$ cat src/rtl/cgr_pkg.sv
// ----------------------------------------------------------------------------
// cgr_pkg
// Shared types and constants of the color gradient ramp: controller states,
// divider operand select, command and status bundles.
// ----------------------------------------------------------------------------
package cgr_pkg;

    localparam int MAX_STOPS   = 16;
    localparam int MAX_ENTRIES = 64;

    localparam int CHAN_W  = 16;
    localparam int IDX_W   = 6;
    localparam int LEN_W   = 7;
    localparam int CC_W    = 5;
    localparam int SEEN_W  = 5;
    localparam int SEG_W   = 4;
    localparam int CFG_W   = 7;
    localparam int DIV_W   = 16;
    localparam int DIV_CNT_W = 4;

    localparam logic REG_COLOR_COUNT = 1'b0;
    localparam logic REG_ENTRY_COUNT = 1'b1;

    typedef enum logic [2:0] {
        ST_IDLE,
        ST_DIV_START,
        ST_DIV_WAIT,
        ST_SEG,
        ST_PREP,
        ST_EMIT,
        ST_FINISH
    } cgr_state_t;

    typedef enum logic [1:0] {
        DIV_BASE,
        DIV_RED,
        DIV_GREEN,
        DIV_BLUE
    } cgr_div_sel_t;

    typedef struct packed {
        logic         take;
        logic         div_start;
        logic         div_store;
        cgr_div_sel_t div_sel;
        logic         seg_load;
        logic         emit_init;
        logic         emit_next;
        logic         commit;
    } cgr_cmd_t;

    typedef struct packed {
        logic first_stop;
        logic div_done;
        logic len_zero;
        logic last_entry;
    } cgr_status_t;

endpackage

$ cat src/rtl/cgr_div.sv
// ----------------------------------------------------------------------------
// cgr_div
// Restoring unsigned divider, one quotient bit per cycle. Quotient is valid
// from the done pulse until the next start.
// ----------------------------------------------------------------------------
module cgr_div (
    input  logic                      aclk,
    input  logic                      aresetn,
    input  logic                      start,
    input  logic [cgr_pkg::DIV_W-1:0] dividend,
    input  logic [cgr_pkg::LEN_W-1:0] divisor,
    output logic                      done,
    output logic [cgr_pkg::DIV_W-1:0] quotient
);
    import cgr_pkg::*;

    logic [DIV_W-1:0]     quo_reg;
    logic [LEN_W:0]       rem_reg;
    logic [LEN_W-1:0]     dvs_reg;
    logic [DIV_CNT_W-1:0] cnt_reg;
    logic                 busy_reg;
    logic                 done_reg;

    logic [LEN_W:0] shifted;
    logic [LEN_W:0] trial;
    logic           ge;

    assign shifted = {rem_reg[LEN_W-1:0], quo_reg[DIV_W-1]};
    assign ge      = shifted >= {1'b0, dvs_reg};
    assign trial   = shifted - {1'b0, dvs_reg};

    always_ff @(posedge aclk) begin
        if (!aresetn) begin
            busy_reg <= 1'b0;
            done_reg <= 1'b0;
            cnt_reg  <= '0;
        end else begin
            done_reg <= 1'b0;
            if (start) begin
                busy_reg <= 1'b1;
                cnt_reg  <= '0;
            end else if (busy_reg) begin
                cnt_reg <= cnt_reg + 1'b1;
                if (cnt_reg == DIV_CNT_W'(DIV_W - 1)) begin
                    busy_reg <= 1'b0;
                    done_reg <= 1'b1;
                end
            end
        end
    end

    always_ff @(posedge aclk) begin
        if (start) begin
            quo_reg <= dividend;
            rem_reg <= '0;
            dvs_reg <= divisor;
        end else if (busy_reg) begin
            rem_reg <= ge ? trial : shifted;
            quo_reg <= {quo_reg[DIV_W-2:0], ge};
        end
    end

    assign done     = done_reg;
    assign quotient = quo_reg;

endmodule

$ cat src/rtl/cgr_datapath.sv
// ----------------------------------------------------------------------------
// cgr_datapath
// Configuration registers, stop storage, segment length and per-channel step
// computation through a shared divider, and the entry accumulators.
// ----------------------------------------------------------------------------
module cgr_datapath (
    input  logic                       aclk,
    input  logic                       aresetn,
    input  logic                       cfg_wr_en,
    input  logic                       cfg_addr,
    input  logic [cgr_pkg::CFG_W-1:0]  cfg_wr_data,
    input  logic [cgr_pkg::CHAN_W-1:0] red_in,
    input  logic [cgr_pkg::CHAN_W-1:0] green_in,
    input  logic [cgr_pkg::CHAN_W-1:0] blue_in,
    input  cgr_pkg::cgr_cmd_t          cmd,
    output cgr_pkg::cgr_status_t       status,
    output logic [cgr_pkg::CHAN_W-1:0] red_out,
    output logic [cgr_pkg::CHAN_W-1:0] green_out,
    output logic [cgr_pkg::CHAN_W-1:0] blue_out,
    output logic [cgr_pkg::IDX_W-1:0]  entry_index,
    output logic                       segment_end,
    output logic                       gradient_end
);
    import cgr_pkg::*;

    logic [CC_W-1:0]   cc_reg;
    logic [LEN_W-1:0]  ec_reg;
    logic [SEEN_W-1:0] seen_reg;

    logic [CHAN_W-1:0] prev_r_reg, prev_g_reg, prev_b_reg;
    logic [CHAN_W-1:0] cur_r_reg, cur_g_reg, cur_b_reg;
    logic [CHAN_W-1:0] step_r_reg, step_g_reg, step_b_reg;
    logic [CHAN_W-1:0] acc_r_reg, acc_g_reg, acc_b_reg;
    logic [LEN_W-1:0]  base_reg;
    logic [LEN_W-1:0]  start_reg;
    logic [LEN_W-1:0]  len_reg;
    logic [LEN_W-1:0]  remain_reg;
    logic [IDX_W-1:0]  idx_reg;
    logic              last_seg_reg;

    logic [CC_W-1:0]        n_stops;
    logic [LEN_W-1:0]       total;
    logic [SEEN_W-1:0]      seg;
    logic [SEG_W+LEN_W-1:0] prod;
    logic [LEN_W-1:0]       start_c;
    logic [LEN_W-1:0]       len_c;
    logic                   last_seg_c;
    logic                   neg_r, neg_g, neg_b;
    logic [CHAN_W-1:0]      mag_r, mag_g, mag_b;
    logic [DIV_W-1:0]       dividend;
    logic [LEN_W-1:0]       divisor;
    logic                   div_done;
    logic [DIV_W-1:0]       quotient;
    logic [CHAN_W-1:0]      q_neg;

    // clamped register values
    always_comb begin
        if (cc_reg < CC_W'(2))
            n_stops = CC_W'(2);
        else if (cc_reg > CC_W'(MAX_STOPS))
            n_stops = CC_W'(MAX_STOPS);
        else
            n_stops = cc_reg;
        if (ec_reg == '0)
            total = LEN_W'(1);
        else if (ec_reg > LEN_W'(MAX_ENTRIES))
            total = LEN_W'(MAX_ENTRIES);
        else
            total = ec_reg;
    end

    assign seg        = seen_reg - 1'b1;
    assign prod       = (SEG_W+LEN_W)'(seg[SEG_W-1:0]) * (SEG_W+LEN_W)'(base_reg);
    assign start_c    = prod[LEN_W-1:0];
    assign last_seg_c = seg == (n_stops - CC_W'(2));
    assign len_c      = last_seg_c ? (total - start_c) : base_reg;

    assign neg_r = cur_r_reg < prev_r_reg;
    assign neg_g = cur_g_reg < prev_g_reg;
    assign neg_b = cur_b_reg < prev_b_reg;
    assign mag_r = neg_r ? (prev_r_reg - cur_r_reg) : (cur_r_reg - prev_r_reg);
    assign mag_g = neg_g ? (prev_g_reg - cur_g_reg) : (cur_g_reg - prev_g_reg);
    assign mag_b = neg_b ? (prev_b_reg - cur_b_reg) : (cur_b_reg - prev_b_reg);

    always_comb begin
        case (cmd.div_sel)
            DIV_BASE: begin
                dividend = DIV_W'(total);
                divisor  = LEN_W'(n_stops - CC_W'(1));
            end
            DIV_RED: begin
                dividend = mag_r;
                divisor  = len_reg;
            end
            DIV_GREEN: begin
                dividend = mag_g;
                divisor  = len_reg;
            end
            DIV_BLUE: begin
                dividend = mag_b;
                divisor  = len_reg;
            end
            default: begin
                dividend = mag_r;
                divisor  = len_reg;
            end
        endcase
    end

    cgr_div u_div (
        .aclk     (aclk),
        .aresetn  (aresetn),
        .start    (cmd.div_start),
        .dividend (dividend),
        .divisor  (divisor),
        .done     (div_done),
        .quotient (quotient)
    );

    assign q_neg = ~quotient + 1'b1;

    always_ff @(posedge aclk) begin
        if (!aresetn) begin
            cc_reg   <= CC_W'(2);
            ec_reg   <= LEN_W'(MAX_ENTRIES);
            seen_reg <= '0;
        end else begin
            if (cfg_wr_en) begin
                case (cfg_addr)
                    REG_COLOR_COUNT: cc_reg <= cfg_wr_data[CC_W-1:0];
                    REG_ENTRY_COUNT: ec_reg <= cfg_wr_data[LEN_W-1:0];
                    default: ;
                endcase
            end
            if (cmd.take && status.first_stop)
                seen_reg <= SEEN_W'(1);
            else if (cmd.commit)
                seen_reg <= seen_reg + 1'b1;
        end
    end

    always_ff @(posedge aclk) begin
        if (cmd.take) begin
            cur_r_reg <= red_in;
            cur_g_reg <= green_in;
            cur_b_reg <= blue_in;
            if (status.first_stop) begin
                prev_r_reg <= red_in;
                prev_g_reg <= green_in;
                prev_b_reg <= blue_in;
            end
        end else if (cmd.commit) begin
            prev_r_reg <= cur_r_reg;
            prev_g_reg <= cur_g_reg;
            prev_b_reg <= cur_b_reg;
        end

        if (cmd.div_store) begin
            case (cmd.div_sel)
                DIV_BASE:  base_reg   <= quotient[LEN_W-1:0];
                DIV_RED:   step_r_reg <= neg_r ? q_neg : quotient;
                DIV_GREEN: step_g_reg <= neg_g ? q_neg : quotient;
                DIV_BLUE:  step_b_reg <= neg_b ? q_neg : quotient;
                default: ;
            endcase
        end

        if (cmd.seg_load) begin
            start_reg    <= start_c;
            len_reg      <= len_c;
            last_seg_reg <= last_seg_c;
        end

        if (cmd.emit_init) begin
            acc_r_reg  <= prev_r_reg + step_r_reg;
            acc_g_reg  <= prev_g_reg + step_g_reg;
            acc_b_reg  <= prev_b_reg + step_b_reg;
            idx_reg    <= start_reg[IDX_W-1:0];
            remain_reg <= len_reg;
        end else if (cmd.emit_next) begin
            acc_r_reg  <= acc_r_reg + step_r_reg;
            acc_g_reg  <= acc_g_reg + step_g_reg;
            acc_b_reg  <= acc_b_reg + step_b_reg;
            idx_reg    <= idx_reg + 1'b1;
            remain_reg <= remain_reg - 1'b1;
        end
    end

    assign status.first_stop = (seen_reg == '0) || (seen_reg >= n_stops);
    assign status.div_done   = div_done;
    assign status.len_zero   = len_c == '0;
    assign status.last_entry = remain_reg == LEN_W'(1);

    assign red_out      = acc_r_reg;
    assign green_out    = acc_g_reg;
    assign blue_out     = acc_b_reg;
    assign entry_index  = idx_reg;
    assign segment_end  = status.last_entry;
    assign gradient_end = last_seg_reg && status.last_entry;

endmodule

$ cat src/rtl/cgr_ctrl.sv
// ----------------------------------------------------------------------------
// cgr_ctrl
// Sequencer: takes a stop; after a gradient's first, runs the base division,
// then three step divisions and the entry stream if non-empty; commits it.
// ----------------------------------------------------------------------------
module cgr_ctrl (
    input  logic                 aclk,
    input  logic                 aresetn,
    input  logic                 s_tvalid,
    output logic                 s_tready,
    output logic                 m_tvalid,
    input  logic                 m_tready,
    input  cgr_pkg::cgr_status_t status,
    output cgr_pkg::cgr_cmd_t    cmd
);
    import cgr_pkg::*;

    cgr_state_t   state_reg, state_next;
    cgr_div_sel_t sel_reg, sel_next;

    always_ff @(posedge aclk) begin
        if (!aresetn) begin
            state_reg <= ST_IDLE;
            sel_reg   <= DIV_BASE;
        end else begin
            state_reg <= state_next;
            sel_reg   <= sel_next;
        end
    end

    always_comb begin
        state_next  = state_reg;
        sel_next    = sel_reg;
        cmd         = '0;
        cmd.div_sel = sel_reg;
        s_tready    = 1'b0;
        m_tvalid    = 1'b0;
        case (state_reg)
            ST_IDLE: begin
                s_tready = 1'b1;
                if (s_tvalid) begin
                    cmd.take = 1'b1;
                    if (!status.first_stop) begin
                        sel_next   = DIV_BASE;
                        state_next = ST_DIV_START;
                    end
                end
            end
            ST_DIV_START: begin
                cmd.div_start = 1'b1;
                state_next    = ST_DIV_WAIT;
            end
            ST_DIV_WAIT: begin
                if (status.div_done) begin
                    cmd.div_store = 1'b1;
                    case (sel_reg)
                        DIV_BASE: state_next = ST_SEG;
                        DIV_BLUE: state_next = ST_PREP;
                        default: begin
                            sel_next   = cgr_div_sel_t'(sel_reg + 2'd1);
                            state_next = ST_DIV_START;
                        end
                    endcase
                end
            end
            ST_SEG: begin
                cmd.seg_load = 1'b1;
                if (status.len_zero) begin
                    state_next = ST_FINISH;
                end else begin
                    sel_next   = DIV_RED;
                    state_next = ST_DIV_START;
                end
            end
            ST_PREP: begin
                cmd.emit_init = 1'b1;
                state_next    = ST_EMIT;
            end
            ST_EMIT: begin
                m_tvalid = 1'b1;
                if (m_tready) begin
                    cmd.emit_next = 1'b1;
                    if (status.last_entry)
                        state_next = ST_FINISH;
                end
            end
            ST_FINISH: begin
                cmd.commit = 1'b1;
                state_next = ST_IDLE;
            end
            default: state_next = ST_IDLE;
        endcase
    end

endmodule

$ cat src/rtl/color_gradient_ramp_top.sv
// A first stop of a gradient is taken and emits nothing.
// Later stops: before the first entry is valid come the base-length divider pass, a segment
// load, the red, green and blue step divider passes, and a preload, in that order.
// Throughput: one entry per cycle while m_tready is high, then the stop is committed;
// s_tready stays low from a later stop's accept until its commit, also for a zero-length segment.
// Reset: aresetn synchronous, active low; color_count=2, entry_count=64.
// ----------------------------------------------------------------------------
// color_gradient_ramp_top
// Linear color ramp generator: one stream word per stop color in, one stream
// word per gradient entry out.
// ----------------------------------------------------------------------------
module color_gradient_ramp_top (
    input  logic        aclk,
    input  logic        aresetn,
    input  logic        cfg_wr_en,
    input  logic        cfg_addr,
    input  logic [6:0]  cfg_wr_data,
    input  logic        s_tvalid,
    output logic        s_tready,
    input  logic [47:0] s_tdata,  // red_in, green_in, blue_in
    output logic        m_tvalid,
    input  logic        m_tready,
    output logic [55:0] m_tdata,  // red_out, green_out, blue_out, entry_index, pad
    output logic        m_tuser,  // segment_end
    output logic        m_tlast   // gradient_end
);
    import cgr_pkg::*;

    cgr_cmd_t          cmd;
    cgr_status_t       status;
    logic [CHAN_W-1:0] red_out, green_out, blue_out;
    logic [IDX_W-1:0]  entry_index;

    cgr_ctrl u_ctrl (
        .aclk     (aclk),
        .aresetn  (aresetn),
        .s_tvalid (s_tvalid),
        .s_tready (s_tready),
        .m_tvalid (m_tvalid),
        .m_tready (m_tready),
        .status   (status),
        .cmd      (cmd)
    );

    cgr_datapath u_dp (
        .aclk         (aclk),
        .aresetn      (aresetn),
        .cfg_wr_en    (cfg_wr_en),
        .cfg_addr     (cfg_addr),
        .cfg_wr_data  (cfg_wr_data),
        .red_in       (s_tdata[15:0]),
        .green_in     (s_tdata[31:16]),
        .blue_in      (s_tdata[47:32]),
        .cmd          (cmd),
        .status       (status),
        .red_out      (red_out),
        .green_out    (green_out),
        .blue_out     (blue_out),
        .entry_index  (entry_index),
        .segment_end  (m_tuser),
        .gradient_end (m_tlast)
    );

    assign m_tdata = {2'b00, entry_index, blue_out, green_out, red_out};

endmodule
$ cat config.mk
export PLATFORM = sky130hd
export DESIGN_NAME = color_gradient_ramp_top
export DESIGN_NICKNAME = d
export VERILOG_FILES = /design/src/rtl/cgr_pkg.sv /design/src/rtl/cgr_div.sv /design/src/rtl/cgr_datapath.sv /design/src/rtl/cgr_ctrl.sv /design/src/rtl/color_gradient_ramp_top.sv
export SDC_FILE = /design/constraint.sdc
export NUM_CORES = 1
export LEC_CHECK = 0
export ABC_AREA = 1
export BUFFER_PORTS_ARGS = -buffer_cell sky130_fd_sc_hd__buf_2
export CAP_MARGIN = 40
export CORE_MARGIN = 5
export CORE_UTILIZATION = 43
export DETAILED_ROUTE_END_ITERATION = 10
export PLACE_DENSITY_LB_ADDON = 0.05
export REMOVE_ABC_BUFFERS = 1
export SLEW_MARGIN = 40
export SYNTH_ARGS = -nofsm -noshare
export SYNTH_HDL_FRONTEND = slang
export SYNTH_HIERARCHICAL = 1
export SYNTH_SLANG_ARGS = --single-unit
$ cat constraint.sdc
create_clock -name aclk -period 6.4 [get_ports aclk]
set_input_delay 1.28 -clock aclk [delete_from_list [all_inputs] [get_ports aclk]]
set_output_delay 1.28 -clock aclk [all_outputs]
set_load 0.02 [all_outputs]
After elaboration in Yosys (flattened, before gate mapping)
Cells that the tools add are included.

Register bits: 284. Logic and storage cells: 180.

Add/sub/neg operators: 23. Multiply operators: 1. Magnitude comparators: 8. Equality and inequality tests: 20. Muxes and demuxes: 67. Bitwise operators: 4. Reduce and logical (&&, ||, !) cells: 27.

Operators with widths (number): $mux 16 (23); $add 16x16->16 (6); $sub 16x16->16 (6); $pmux 16 s4 (1); $lt 16x16->1 (3); $mux 7 (6); $mux 1 (18); $mux 3 (6); $pmux 3 s6 (1); $add 16x1->16 const B (1); $not 16->16 (1); $logic_not 7->1 (2); $ne 2x2->1 const B (7); $pmux 7 s2 (1); $reduce_and 2->1 (7); $sub 7x7->7 (2); $mux 6 (2); $mux 2 (5); $mux 5 (2); $eq 3x3->1 const B (3); $ge 8x7->1 (1); $reduce_bool 2->1 (4); $eq 7x1->1 const B (1); $gt 7x7->1 const B (1); 32 further kinds (40).

Longest topological paths before layout
Depth after elaboration: 9. Depth in mapped cells: 33. Mapped depth without buffers: 32.

Cells and area by module
The synthesis kept the hierarchy.

Modules (own cells, without submodules): cgr_datapath (times used 1, cells each 2444, area an instance 18994.5 um^2, seq. area each 7126.8 um^2); cgr_div (times used 1, cells each 218, area an instance 1838.0 um^2, seq. area each 950.9 um^2); cgr_ctrl (times used 1, cells each 72, area an instance 426.7 um^2, seq. area each 100.1 um^2); color_gradient_ramp_top (times used 1, cells each 3, area an instance 18.8 um^2, seq. area each 0.0 um^2).

Least setup slack after synthesis
No wires, ideal clock.

Path kind: input-to-reg. Start point: input port s_tvalid. End point: register u_dp.prev_b_reg[0] (enable). Library setup time: 520 ps. Arrival time: 6016 ps. Required time: 5880 ps. Path slack: -136 ps. Cell stages on the path: 4. Path through: and3_1 > clkbuf_1 > clkbuf_1 > o21ai_0.

Word-level cells in the longest chain between the ends: 4.

Ends and longest elaborated chain: start: declaration (RTL line color_gradient_ramp_top.sv:18) `input logic s_tvalid,`; $mux 1 (*) (RTL line cgr_ctrl.sv:41) `if (s_tvalid) begin`; $mux 1 (*) (RTL line cgr_ctrl.sv:38) `case (state_reg)`; $ne 2x2->1 (no source line) / $reduce_bool 2->1 (equally long branches); $reduce_and 2->1 (no source line) (*); end signal: assignment (RTL line cgr_datapath.sv:150) `prev_b_reg <= blue_in;`; end signal: assignment (RTL line cgr_datapath.sv:155) `prev_b_reg <= cur_b_reg;`; end: declaration (RTL line cgr_datapath.sv:30) `logic [CHAN_W-1:0] prev_r_reg, prev_g_reg, prev_b_reg;`.

Mark *: on every way between the ends. The rest lies on a longest branch, timed or not. A chain may end at the register's enable or synchronous reset.

==> qor.txt <==
Switching power = 2.90 mW
Final setup viols = 0
DIE AREA = 54,000 um^2
Antenna viol nets, final = 0
Fin crit period = 5.12 ns
Vias per std cell = 5.15
Period utilisation layout = 80.0%
Row count = 81
Utilization after layout = 48.4%
Top FF cell, synth = edfxtp_1
Seq/Total Area, Yosys = 38.4%
Max-cap violations = 0
Root Buffer = clkbuf_16
Outcome = complete, no violations
CTS tree = done
First-pass GRT wire length = 96.4 mm
Die W = 232 um
P_int = 4.44 mW
Share of layout cells above drive strength 1 = 9.32%
Largest net degree at the start of global routing = 80
Avg Cell Area, Syn = 7.77 um^2
Ports = 121
GRT Util Overall = 22.8%
Slowest CP cell = dfxtp_1
Seq pwr share = 33.1%
DR WL/cell = 17.7 um
Starting density of the core = 43.5%
Worst EP arrival = 5.57 ns
Antenna violations before repair = 0
Gate power share = 38.3%
Drt total wl = 62.7 mm
Yosys warns = 6
Worst-path clk slew = 0.06 ns
Area added between synthesis and finish = 11.3%
Grt ovf = 0
DRT iter0 DRCs = 1,274
VDD IR-drop max = 214 uV
Vias in the first global route = 17.6k
Core footprint = 49,000 um^2
Startpoint Class = flip-flop
Fmax = 195 MHz
Number of enable flip-flop cells after synthesis = 249
Hold Violations, Final = 0
Hold crit path type = reg2reg
Slew HR = 48.3%
PortBufs = 118
Max incr delay on CP = 0.55 ns
Cell family with most CP delay = adder cells
Mapped cell area = 21,300 um^2
Critical path peak fanout = 10
Clock latency on the worst-skew pair = 0.56 ns
WP data required = 6.85 ns
Critical Path Sink Type = flip-flop
Yosys cell types = 57
DRC Markers = 0
DPL Wire Length = 49.9 mm
Cts hold-fix bufs = 0
Buf/Inv on CP = 6
Power Density = 310 nW/um^2
Clock power frac = 28.6%
Longest Clk Path Bufs = 3
Sw Share = 39.5%
Chip Height = 232 um
H-tree Lvls = 2
Seq cells post-synth = 284
Worst Path Class, Setup = reg2reg
Leakage power total = 11.1 nW
RSZ-0062 raised after global routing = no
Tot Pwr = 7.35 mW
DRT Pass-1 Iters = 6
Most used cell, CP = nand2_1
Slew Viols, Final = 0
Ant. Diodes = 0
# clock sinks = 284
Post-CTS Resized = 0
Ys async rst share = 0%
CTS Buf Count = 37
Final nets = 3,101
Worst slew pin tran = 0.775 ns
Final Skew = 0.0203 ns
RePlAce Congestion = 0.933
Postcts setup bufs = 0
Routed via count = 18.2k
Post-Syn Instances = 2,737
-- per-layer routing --
metal | vias up | GRT usage [%] | wire (um)
li1 | 9240 | - | -
met1 | 8473 | 30.4 | 28400
met2 | 409 | 38.1 | 29000
met3 | 96 | 3.77 | 3410
met4 | 0 | 6.79 | 1810
met5 | - | 0 | 0
-- final cells by class --
type / count / area [um^2]
multi-input combinational: 2017 / 11300
clock inverter: 21 / 189
sequential: 284 / 8180
fill: 4907 / 25300
clock buffer: 46 / 1020
tap: 664 / 831
inverter: 376 / 1420
timing repair buffer: 131 / 699
-- through the flow --
stage / instances / hold slack [ns] / cell area, um^2 / worst slack [ns] / setup TNS, ns
global placement: 3471 / 0.457 / 22500 / 1.39 / 0
detailed placement: 3472 / 0.461 / 22500 / 1.29 / 0
finish: 3539 / 0.470 / 23700 / 1.28 / 0
global route: 3539 / 0.510 / 23700 / 0.896 / 0
floorplan: 2677 / 0.440 / 20900 / -1.49 / -71.57
CTS: 3539 / 0.470 / 23700 / 1.26 / 0
-- path summary, 6_finish.rpt --
kind | slack (ns) | start | cells after the start | end
max | 1.28 | u_dp/seen_reg[0]$_SDFFE_PN0P_ | 26 | u_ctrl/sel_reg[0]$_SDFFE_PN0P_
min | 0.47 | u_dp/u_div/rem_reg[6]$_SDFFE_PP0P_ | 2 | u_dp/u_div/rem_reg[6]$_SDFFE_PP0P_
max reg2reg | 1.28 | u_dp/seen_reg[0]$_SDFFE_PN0P_ | 26 | u_ctrl/sel_reg[0]$_SDFFE_PN0P_
min reg2reg | 0.47 | u_dp/u_div/rem_reg[6]$_SDFFE_PP0P_ | 2 | u_dp/u_div/rem_reg[6]$_SDFFE_PP0P_
-- worst min-delay path: cells and delay by family, from the launching register on --
kind / cells / cell delay, ns
flops: 1 / 0.32
simple gates: 2 / 0.10
-- power by group through the flow --
stage / clock, mW / sequential, mW / combinational (mW)
detailed placement: 0 / 2.46 / 2.80
global placement: 0 / 2.46 / 2.78
global route: 2.23 / 2.45 / 3.20
floorplan: 0 / 2.42 / 2.04
finish: 2.10 / 2.43 / 2.82
CTS: 2.17 / 2.43 / 2.82
-- placed cells by master, fill, tap and decap left out, types with 94 or more instances in the layout --
cell,netlist,layout
edfxtp_1,249,249
inv_1,356,355
xor2_1,94,94
nor2_1,164,162
nand3_1,198,198
ha_1,175,175
o21ai_0,204,202
nand2_1,781,781
buf_2,8,118
a21oi_1,157,157
-- logic make-up after synthesis --
group                    share of synthesized area, %
flip-flops                                       38.4
AO/OA/AOI/OAI                                    11.2
XOR/XNOR                                         5.02
adder cells (fa/ha/maj)                          12.0
AND/OR/NAND/NOR                                  24.9
other                                          0.0176
buffers and inverters                            8.37
multiplexers                                    0.159
-- cell usage after synthesis, drive strengths merged (4+ instances only) --
cell	number	area, um^2
and2	4	25.0
o21ai	242	1220
a31oi	6	37.5
a21oi	161	836
fa	18	360
clkbuf	30	114
nor2	181	727
xnor2	28	245
o21a	4	30.0
edfxtp	249	7480
o211ai	4	30.0
o31ai	5	37.5
o21bai	4	30.0
nor3	18	95.1
inv	374	1410
a21o	7	52.6
nand3b	8	60.1
nand3	204	1080
nand2	802	3080
a21boi	4	30.0
dfxtp	35	701
buf	31	250
ha	175	2190
nand4	26	163
xor2	94	823
No activity file was read; power rests on OpenSTA's default activity.
